### src/rtl/csort_pkg.sv
// shared types and constants of the cocktail shaker sorter
package csort_pkg;

  localparam int unsigned QDepth = 4;
  localparam int unsigned QPtrW  = $clog2(QDepth);
  localparam int unsigned QCntW  = $clog2(QDepth + 1);

  typedef struct packed {
    logic signed [31:0] value;
    logic               last;
    logic               drop;
  } entry_t;

  typedef struct packed {
    logic   valid;
    entry_t entry;
  } q_beat_t;

endpackage

### src/rtl/csort_if.sv
// valid/ready channels of the cocktail shaker sorter
interface csort_in_if;
  logic               valid;
  logic               ready;
  logic signed [31:0] value;
  logic               last_item;

  modport source (output valid, output value, output last_item, input ready);
  modport sink (input valid, input value, input last_item, output ready);
endinterface

interface csort_out_if;
  logic               valid;
  logic               ready;
  logic signed [31:0] sorted_value;
  logic               last_out;
  logic               overflowed;

  modport source (output valid, output sorted_value, output last_out, output overflowed,
                  input ready);
  modport sink (input valid, input sorted_value, input last_out, input overflowed,
                output ready);
endinterface

### src/rtl/csort_front.sv
// input side: accepts beats and marks those beyond capacity as dropped
module csort_front import csort_pkg::*; #(
  parameter int unsigned MAX_ITEMS = 64
) (
  input  logic    clk_i,
  input  logic    rst_ni,
  csort_in_if.sink in_i,
  output q_beat_t push_o,
  input  logic    push_ready_i
);

  localparam int unsigned CntW = $clog2(MAX_ITEMS + 1);

  logic [CntW-1:0] cnt_q, cnt_d;
  logic            full;
  logic            fire;

  assign full        = (cnt_q == CntW'(MAX_ITEMS));
  assign in_i.ready  = push_ready_i;
  assign fire        = in_i.valid & push_ready_i;

  assign push_o.valid       = in_i.valid;
  assign push_o.entry.value = in_i.value;
  assign push_o.entry.last  = in_i.last_item;
  assign push_o.entry.drop  = full;

  always_comb begin
    cnt_d = cnt_q;
    if (fire) begin
      if (in_i.last_item) begin
        cnt_d = '0;
      end else if (!full) begin
        cnt_d = cnt_q + CntW'(1);
      end
    end
  end

  always_ff @(posedge clk_i or negedge rst_ni) begin
    if (!rst_ni) begin
      cnt_q <= '0;
    end else begin
      cnt_q <= cnt_d;
    end
  end

endmodule

### src/rtl/csort_fifo.sv
// short queue between the input side and the sort engine
module csort_fifo import csort_pkg::*; (
  input  logic    clk_i,
  input  logic    rst_ni,
  input  q_beat_t push_i,
  output logic    push_ready_o,
  output q_beat_t pop_o,
  input  logic    pop_ready_i
);

  entry_t            buf_q [QDepth];
  logic [QPtrW-1:0]  wptr_q, rptr_q;
  logic [QCntW-1:0]  cnt_q;
  logic              do_push, do_pop;

  assign push_ready_o = (cnt_q != QCntW'(QDepth));
  assign pop_o.valid  = (cnt_q != '0);
  assign pop_o.entry  = buf_q[rptr_q];
  assign do_push      = push_i.valid & push_ready_o;
  assign do_pop       = pop_o.valid & pop_ready_i;

  always_ff @(posedge clk_i) begin
    if (do_push) begin
      buf_q[wptr_q] <= push_i.entry;
    end
  end

  always_ff @(posedge clk_i or negedge rst_ni) begin
    if (!rst_ni) begin
      wptr_q <= '0;
      rptr_q <= '0;
      cnt_q  <= '0;
    end else begin
      if (do_push) begin
        wptr_q <= wptr_q + QPtrW'(1);
      end
      if (do_pop) begin
        rptr_q <= rptr_q + QPtrW'(1);
      end
      if (do_push && !do_pop) begin
        cnt_q <= cnt_q + QCntW'(1);
      end else if (do_pop && !do_push) begin
        cnt_q <= cnt_q - QCntW'(1);
      end
    end
  end

endmodule

### src/rtl/csort_back.sv
// sort engine: loads the store, runs shaker passes, streams the result
module csort_back import csort_pkg::*; #(
  parameter int unsigned MAX_ITEMS = 64
) (
  input  logic    clk_i,
  input  logic    rst_ni,
  input  q_beat_t pop_i,
  output logic    pop_ready_o,
  csort_out_if.source out_o
);

  localparam int unsigned IdxW = $clog2(MAX_ITEMS);
  localparam int unsigned CntW = $clog2(MAX_ITEMS + 1);

  typedef enum logic [10:0] {
    S_LOAD   = 11'b000_0000_0001,
    S_FPRIME = 11'b000_0000_0010,
    S_FLOAD  = 11'b000_0000_0100,
    S_FWD    = 11'b000_0000_1000,
    S_FEND   = 11'b000_0001_0000,
    S_BPRIME = 11'b000_0010_0000,
    S_BLOAD  = 11'b000_0100_0000,
    S_BWD    = 11'b000_1000_0000,
    S_BEND   = 11'b001_0000_0000,
    S_ERD    = 11'b010_0000_0000,
    S_EOUT   = 11'b100_0000_0000
  } state_e;

  state_e state_q, state_d;

  logic signed [31:0] mem [MAX_ITEMS];
  logic signed [31:0] rdata_q;
  logic [IdxW-1:0]    raddr, waddr;
  logic signed [31:0] wdata;
  logic               we;

  logic [CntW-1:0]    cnt_q, cnt_d, n_last;
  logic               ovf_q, ovf_d;
  logic [IdxW-1:0]    lo_q, lo_d, hi_q, hi_d, idx_q, idx_d, k_q, k_d;
  logic signed [31:0] carry_q, carry_d;
  logic               swap_q, swap_d;

  logic               out_vq, out_vd, out_load, out_last;
  logic signed [31:0] out_val_q;
  logic               out_last_q, out_ovf_q;

  assign out_o.valid        = out_vq;
  assign out_o.sorted_value = out_val_q;
  assign out_o.last_out     = out_last_q;
  assign out_o.overflowed   = out_ovf_q;

  assign pop_ready_o = (state_q == S_LOAD);
  assign n_last      = pop_i.entry.drop ? cnt_q : cnt_q + CntW'(1);
  assign out_last    = (CntW'(k_q) + CntW'(1) == cnt_q);

  always_comb begin
    state_d  = state_q;
    cnt_d    = cnt_q;
    ovf_d    = ovf_q;
    lo_d     = lo_q;
    hi_d     = hi_q;
    idx_d    = idx_q;
    k_d      = k_q;
    carry_d  = carry_q;
    swap_d   = swap_q;
    raddr    = k_q;
    waddr    = idx_q;
    wdata    = carry_q;
    we       = 1'b0;
    out_load = 1'b0;
    case (state_q)
      S_LOAD: begin
        k_d = '0;
        if (pop_i.valid) begin
          if (pop_i.entry.drop) begin
            ovf_d = 1'b1;
          end else begin
            we    = 1'b1;
            waddr = cnt_q[IdxW-1:0];
            wdata = pop_i.entry.value;
            cnt_d = cnt_q + CntW'(1);
          end
          if (pop_i.entry.last) begin
            lo_d = '0;
            hi_d = IdxW'(n_last - CntW'(1));
            if (n_last < CntW'(2)) begin
              state_d = S_ERD;
            end else begin
              state_d = S_FPRIME;
            end
          end
        end
      end
      S_FPRIME: begin
        raddr   = lo_q;
        swap_d  = 1'b0;
        state_d = S_FLOAD;
      end
      S_FLOAD: begin
        carry_d = rdata_q;
        raddr   = lo_q + IdxW'(1);
        idx_d   = lo_q;
        state_d = S_FWD;
      end
      S_FWD: begin
        we    = 1'b1;
        waddr = idx_q;
        if (carry_q > rdata_q) begin
          wdata  = rdata_q;
          swap_d = 1'b1;
        end else begin
          wdata   = carry_q;
          carry_d = rdata_q;
        end
        raddr = idx_q + IdxW'(2);
        idx_d = idx_q + IdxW'(1);
        if (idx_q + IdxW'(1) == hi_q) begin
          state_d = S_FEND;
        end
      end
      S_FEND: begin
        we    = 1'b1;
        waddr = hi_q;
        wdata = carry_q;
        hi_d  = hi_q - IdxW'(1);
        if (!swap_q || lo_q >= hi_q - IdxW'(1)) begin
          state_d = S_ERD;
        end else begin
          state_d = S_BPRIME;
        end
      end
      S_BPRIME: begin
        raddr   = hi_q;
        swap_d  = 1'b0;
        state_d = S_BLOAD;
      end
      S_BLOAD: begin
        carry_d = rdata_q;
        raddr   = hi_q - IdxW'(1);
        idx_d   = hi_q;
        state_d = S_BWD;
      end
      S_BWD: begin
        we    = 1'b1;
        waddr = idx_q;
        if (rdata_q > carry_q) begin
          wdata  = rdata_q;
          swap_d = 1'b1;
        end else begin
          wdata   = carry_q;
          carry_d = rdata_q;
        end
        raddr = idx_q - IdxW'(2);
        idx_d = idx_q - IdxW'(1);
        if (idx_q - IdxW'(1) == lo_q) begin
          state_d = S_BEND;
        end
      end
      S_BEND: begin
        we    = 1'b1;
        waddr = lo_q;
        wdata = carry_q;
        lo_d  = lo_q + IdxW'(1);
        if (!swap_q || lo_q + IdxW'(1) >= hi_q) begin
          state_d = S_ERD;
        end else begin
          state_d = S_FPRIME;
        end
      end
      S_ERD: begin
        raddr   = k_q;
        state_d = S_EOUT;
      end
      S_EOUT: begin
        raddr = k_q;
        if (!out_vq || out_o.ready) begin
          out_load = 1'b1;
          raddr    = k_q + IdxW'(1);
          k_d      = k_q + IdxW'(1);
          if (out_last) begin
            cnt_d   = '0;
            ovf_d   = 1'b0;
            state_d = S_LOAD;
          end
        end
      end
      default: begin
        state_d = S_LOAD;
      end
    endcase
  end

  always_comb begin
    out_vd = out_vq;
    if (out_load) begin
      out_vd = 1'b1;
    end else if (out_o.ready) begin
      out_vd = 1'b0;
    end
  end

  // element store, one write and one registered read per cycle
  always_ff @(posedge clk_i) begin
    if (we) begin
      mem[waddr] <= wdata;
    end
    rdata_q <= mem[raddr];
  end

  always_ff @(posedge clk_i) begin
    carry_q <= carry_d;
    idx_q   <= idx_d;
    if (out_load) begin
      out_val_q  <= rdata_q;
      out_last_q <= out_last;
      out_ovf_q  <= ovf_q;
    end
  end

  always_ff @(posedge clk_i or negedge rst_ni) begin
    if (!rst_ni) begin
      state_q <= S_LOAD;
      cnt_q   <= '0;
      ovf_q   <= 1'b0;
      lo_q    <= '0;
      hi_q    <= '0;
      k_q     <= '0;
      swap_q  <= 1'b0;
      out_vq  <= 1'b0;
    end else begin
      state_q <= state_d;
      cnt_q   <= cnt_d;
      ovf_q   <= ovf_d;
      lo_q    <= lo_d;
      hi_q    <= hi_d;
      k_q     <= k_d;
      swap_q  <= swap_d;
      out_vq  <= out_vd;
    end
  end

endmodule

### src/rtl/cocktail_shaker_sorter.sv
// top level of the cocktail shaker sorter
// loading takes a beat whenever the queue holds one; a list of n values is emitted at up to
// one beat per cycle while the receiver is ready; each pass primes a read, loads the first
// value, writes back one value per compared pair and stores the carry at the window end;
// S_ERD reads the first result and S_EOUT stages it; the next list loads once the last beat
// is staged; reset clears control state but idx_q; the undefined store needs no clearing pass
module cocktail_shaker_sorter import csort_pkg::*; #(
  parameter int unsigned MAX_ITEMS = 64
) (
  input  logic          clk_i,
  input  logic          rst_ni,
  csort_in_if.sink      in_i,
  csort_out_if.source   out_o
);

  q_beat_t push, pop;
  logic    push_ready, pop_ready;

  csort_front #(
    .MAX_ITEMS (MAX_ITEMS)
  ) u_front (
    .clk_i        (clk_i),
    .rst_ni       (rst_ni),
    .in_i         (in_i),
    .push_o       (push),
    .push_ready_i (push_ready)
  );

  csort_fifo u_fifo (
    .clk_i        (clk_i),
    .rst_ni       (rst_ni),
    .push_i       (push),
    .push_ready_o (push_ready),
    .pop_o        (pop),
    .pop_ready_i  (pop_ready)
  );

  csort_back #(
    .MAX_ITEMS (MAX_ITEMS)
  ) u_back (
    .clk_i       (clk_i),
    .rst_ni      (rst_ni),
    .pop_i       (pop),
    .pop_ready_o (pop_ready),
    .out_o       (out_o)
  );

  a_hold_while_stalled: assert property (@(posedge clk_i) disable iff (!rst_ni)
    out_o.valid && !out_o.ready
      |=> out_o.valid && $stable(out_o.sorted_value) && $stable(out_o.last_out)
          && $stable(out_o.overflowed))
    else $error("result beat changes while stalled");

  a_ovf_steady: assert property (@(posedge clk_i) disable iff (!rst_ni)
    out_o.valid && out_o.ready && !out_o.last_out
      |=> !out_o.valid || (out_o.overflowed == $past(out_o.overflowed)))
    else $error("overflow flag changes within a list");

  a_pop_only_when_idle: assert property (@(posedge clk_i) disable iff (!rst_ni)
    pop.valid && pop_ready && pop.entry.last |=> !pop_ready)
    else $error("queue drained while the store is busy");

endmodule

### src/flat_wrapper.sv
// flat-port wrapper written by rule: the top's interface ports become plain ports
module cocktail_shaker_sorter_flat import csort_pkg::*;
#(
  parameter int unsigned MAX_ITEMS = 64
)
  (clk_i, rst_ni, in_i_valid, in_i_value, in_i_last_item, in_i_ready, out_o_valid, out_o_sorted_value, out_o_last_out, out_o_overflowed, out_o_ready);
  csort_in_if in_i_i ();
  csort_out_if out_o_i ();
  input  logic clk_i;
  input  logic rst_ni;
  input wire logic [$bits(in_i_i.valid)-1:0] in_i_valid;
  input wire logic [$bits(in_i_i.value)-1:0] in_i_value;
  input wire logic [$bits(in_i_i.last_item)-1:0] in_i_last_item;
  output wire logic [$bits(in_i_i.ready)-1:0] in_i_ready;
  output wire logic [$bits(out_o_i.valid)-1:0] out_o_valid;
  output wire logic [$bits(out_o_i.sorted_value)-1:0] out_o_sorted_value;
  output wire logic [$bits(out_o_i.last_out)-1:0] out_o_last_out;
  output wire logic [$bits(out_o_i.overflowed)-1:0] out_o_overflowed;
  input wire logic [$bits(out_o_i.ready)-1:0] out_o_ready;
  assign in_i_i.valid = in_i_valid;
  assign in_i_i.value = in_i_value;
  assign in_i_i.last_item = in_i_last_item;
  assign in_i_ready = in_i_i.ready;
  assign out_o_valid = out_o_i.valid;
  assign out_o_sorted_value = out_o_i.sorted_value;
  assign out_o_last_out = out_o_i.last_out;
  assign out_o_overflowed = out_o_i.overflowed;
  assign out_o_i.ready = out_o_ready;
  cocktail_shaker_sorter #(.MAX_ITEMS(MAX_ITEMS)) u_core (.clk_i(clk_i), .rst_ni(rst_ni), .in_i(in_i_i), .out_o(out_o_i));
endmodule
### config.mk
export PLATFORM = sky130hd
export DESIGN_NAME = cocktail_shaker_sorter_flat
export DESIGN_NICKNAME = d
export VERILOG_FILES = /design/src/rtl/csort_pkg.sv /design/src/rtl/csort_if.sv /design/src/rtl/csort_front.sv /design/src/rtl/csort_fifo.sv /design/src/rtl/csort_back.sv /design/src/rtl/cocktail_shaker_sorter.sv /design/src/flat_wrapper.sv
export SDC_FILE = /design/constraint.sdc
export NUM_CORES = 2
export LEC_CHECK = 0
export ABC_AREA = 1
export BUFFER_PORTS_ARGS = -buffer_cell sky130_fd_sc_hd__buf_4
export CAP_MARGIN = 10
export CORE_UTILIZATION = 28
export CTS_CLUSTER_SIZE = 14
export DETAILED_ROUTE_END_ITERATION = 12
export GPL_TIMING_DRIVEN = 0
export PLACE_DENSITY = 0.48
export SLEW_MARGIN = 5
export SYNTH_ARGS = -nofsm -noshare
export SYNTH_HDL_FRONTEND = slang
export SYNTH_SLANG_ARGS = --single-unit
### constraint.sdc
create_clock -name clk_i -period 5.8 [get_ports clk_i]
set_input_delay 0.29 -clock clk_i [delete_from_list [all_inputs] [get_ports clk_i]]
set_output_delay 0.29 -clock clk_i [all_outputs]
set_load 0.01 [all_outputs]
==> out/results.txt <==
Final instance area - 125,000 µm²
Post-synth top flop - edfxtp_1
Setup Crit Path Kind - register to register
IO Port Bufs - 72
Worst path slowest cell - dfstp_2
Antenna violations before repair - 46
Vias per inst - 5.04
Post-detailed-route count of antenna-violating nets - 0
H-Tree Level Count - 5
Max-cap viol count - 0
Most common cell after layout, fill and taps aside - nand3_1
Mapped Area - 105,000 µm²
TritonCTS clock tree - yes
Die area - 378,000 µm²
First-pass GRT wire length - 569 mm
Sw Share - 43.9%
Worst Path Arrival - 6530 ps
GRT Resource Usage Total - 21.0%
CTS max path bufs - 4
Die Y - 615 µm
Placed cells - 14,952
Syn Area/Cell - 10.9 µm²
Min Clock Period, post-route - 5850 ps
Placed Area - 116,000 µm²
Clock Pin Slew Worst Setup and Hold Paths - 60 ps
Hpwl dp - 300 mm
Cell family with most CP delay - simple AND/OR/NAND/NOR gates
CP Max Fanout - 12
Initial DRC Count - 9,444
Global route hottest layer - met2
Final slew viol count - 0
Place WS - -1200 ps
Non-filler cells, final - 15,485
DRC - 0
CP endpoint kind - register
Grt met1 use - 29.0%
Critical-path cell list - nor2_1 > nand2_2 > nor2_8 > nand2_4 > clkinvlp_4 > clkbuf_4 > ha_1 > or2_2 > nand3_1 > nand3_1 > a21oi_1 > inv_1 > buf_2 > clkbuf_2 > nand3_1 > nand3_1 > nand3_1 > nand2_1
Period utilisation layout - 101%
IO Count - 73
Status - finished with violations
Worst path most repeated cell - nand3_1
Startpoint class of the critical path - register
M3 GR Usage - 3.39%
1st-pass router iterations - 6
Routing usage on met2 - 32.8%
Vias in the first global route - 74,134
Clk sinks - 2,341
Post-synthesis net count - 9,788
Layout cells sized above 1 - 11.0%
WHS - 58.1 ps
Flop pwr share - 32.7%
Post-Synthesis Cells - 9,688
CORE AREA - 373,000 µm²
Setup Buffers After CTS - 0
Final hold violations - 0
Flops & latches, synth - 2,341
Post-synth ARST share - 2.26%
Worst path max stage delay - 550 ps
Fmax - 171 MHz
Ys Warns - 0
Starting Density - 28.2%
VDD IR max - 0.305 mV
Failing checks - negative setup slack
Post-Route WL - 411 mm
Buffer and inverter count on the worst path - 5
Final #Nets - 10,393
Synthesis-to-layout area growth - 19.1%
FP Rows - 224
Worst Hold Class - primary input to register
Setup Skew - 53.2 ps
CTS Buf Count - 276
Gr ovfl total - 0
Logic gate share of total power - 44.3%
Die W - 615 µm
Via count - 78,020
Internal power - 41.9 mW
Post-synthesis sequential area ratio - 66.2%
Commonest non-fill, non-tap cells in the layout - nand3_1 (2,319), edfxtp_1 (2,256), nand2_1 (1,571)
Clock Latency Late Sink - 910 ps
EDFF count, synth - 2,256
Measured slew at the worst slew-check pin - 1290 ps
CP required - 6480 ps
Sw Pwr - 32.7 mW
Power Density - 595 nW/µm²
Average wire per standard cell - 26.6 µm
# setup viols final - 1
CTS root buffer - clkbuf_16
Cell variety after synth - 48
Final GP Congestion - 0.907
Clock Power Share - 23.0%
Pleak - 47.8 nW
Setup ws final - -49.0 ps
Largest net degree at the start of global routing - 54
Unrepaired setup endpoints after global routing - no
Slew headroom - 13.7%
Tot Pwr - 74.6 mW
-- stage by stage --
step                utilization, %  TNS [ps]
floorplan                        -         0
global placement              30.0  -6426120
detailed placement            31.2    -32110
CTS                           33.6         0
global route                  33.6         0
finish                        33.6     -49.0
-- path summary, 6_finish.rpt --
| check | endpoint | slack [ps] | start | cells after the start |
|---|---|---|---|---|
| max | u_core.u_back.rdata_q[6]$_DFF_P_ | -50 | u_core.u_back.state_q[0]$_DFFE_PN1P_ | 18 |
| min | u_core.u_fifo.wptr_q[0]$_DFFE_PN0P_ | 60 | in_i_valid | 3 |
| max reg2reg | u_core.u_back.rdata_q[6]$_DFF_P_ | -50 | u_core.u_back.state_q[0]$_DFFE_PN1P_ | 18 |
| min reg2reg | u_core.u_back.out_o.sorted_value[0]$_DFFE_PP_ | 530 | u_core.u_back.rdata_q[0]$_DFF_P_ | 0 |
| max in group asynchronous | u_core.u_back.lo_q[0]$_DFFE_PN0P_ | 5040 | rst_ni | 2 |
| min in group asynchronous | u_core.u_fifo.rptr_q[0]$_DFFE_PN0P_ | 190 | rst_ni | 2 |
-- routing by layer --
layer	routed length [µm]	part of all wire, %
met5	42	0.010
met4	18200	4.4
met3	33200	8.1
met2	183000	45
met1	177000	43
-- flip-flops by register name (all words and copies together) (netlist names) --
| register | flops |
|---|---|
| u_core.u_back.cnt_q | 7 |
| u_core.u_back.lo_q | 6 |
| u_core.u_back.out_o.sorted_value | 32 |
| u_core.u_back.out_o.valid | 1 |
| u_core.u_fifo.rptr_q | 2 |
| u_core.u_fifo.wptr_q | 2 |
| u_core.u_back.ovf_q | 1 |
| u_core.u_fifo.buf_q | 136 |
| u_core.u_back.hi_q | 6 |
| u_core.u_back.idx_q | 6 |
| u_core.u_front.cnt_q | 7 |
| u_core.u_back.k_q | 6 |
| u_core.u_back.carry_q | 32 |
| u_core.u_back.out_o.last_out | 1 |
| u_core.u_back.out_o.overflowed | 1 |
| u_core.u_back.state_q | 11 |
| u_core.u_fifo.cnt_q | 3 |
| u_core.u_back.mem | 2048 |
| u_core.u_back.swap_q | 1 |
| u_core.u_back.rdata_q | 32 |
-- cells by family after synthesis --
family	count (synthesis)	share of synthesized area, %
AO/OA/AOI/OAI	309	1.66
XOR/XNOR	47	0.391
adder cells (fa/ha/maj)	63	0.763
buffers and inverters	1970	7.51
flip-flops	2341	66.2
multiplexers	2	0.0202
AND/OR/NAND/NOR	4956	23.4
-- final cells by class --
type	instances	area, µm²
Fill cell	37102	248000
Sequential cell	2341	69700
Multi-Input combinational cell	5377	28200
Clock buffer	344	7370
Tap cell	4972	6220
Inverter	1345	5050
Timing Repair Buffer	328	4660
Buffer	624	2880
Clock inverter	143	1300
Antenna cell	11	27.5
-- synthesized netlist by cell type, types with 11 or more instances --
cell type     n  area share [%]
nand2_1    1571             5.6
edfxtp_1   2256              64
nor3_1       16           0.076
buf_1        56            0.20
inv_1      1335             4.8
nand3_1    2320              11
nor2_1      217            0.77
ha_1         61            0.73
buf_2       363             1.7
dfxtp_1      32            0.61
o22ai_1      45            0.27
clkbuf_1    191            0.68
o21a_1       11           0.078
a21oi_1      43            0.20
o21ai_0     175            0.83
nand4_1      41            0.24
dfrtp_1      52             1.2
xor2_1       42            0.35
buf_4        14            0.10
nand3b_1    759             5.4
-- power groups by stage --
stage	clock, mW	sequential [mW]	combinational [mW]
after global placement	0	25.6	28.0
after global routing	17.9	24.4	34.7
after detailed placement	0	24.7	32.3
final	17.1	24.4	33.0
after floorplan	0	25.0	15.2
after CTS	17.3	24.4	32.5
-- tightest hold or removal path, stage by stage --
cell	delay (ps)
buf_4	80
nand2_1	300
xor2_1	240
-- timing repair --
action                                  in CTS  in global routing
resized for setup                           10                  6
endpoints found under the hold margin      194                  0
hold buffers                                35                  0
pin swaps                                    0                  0
endpoints found under the setup margin      32                 11
(Power assumes the default switching activity.)
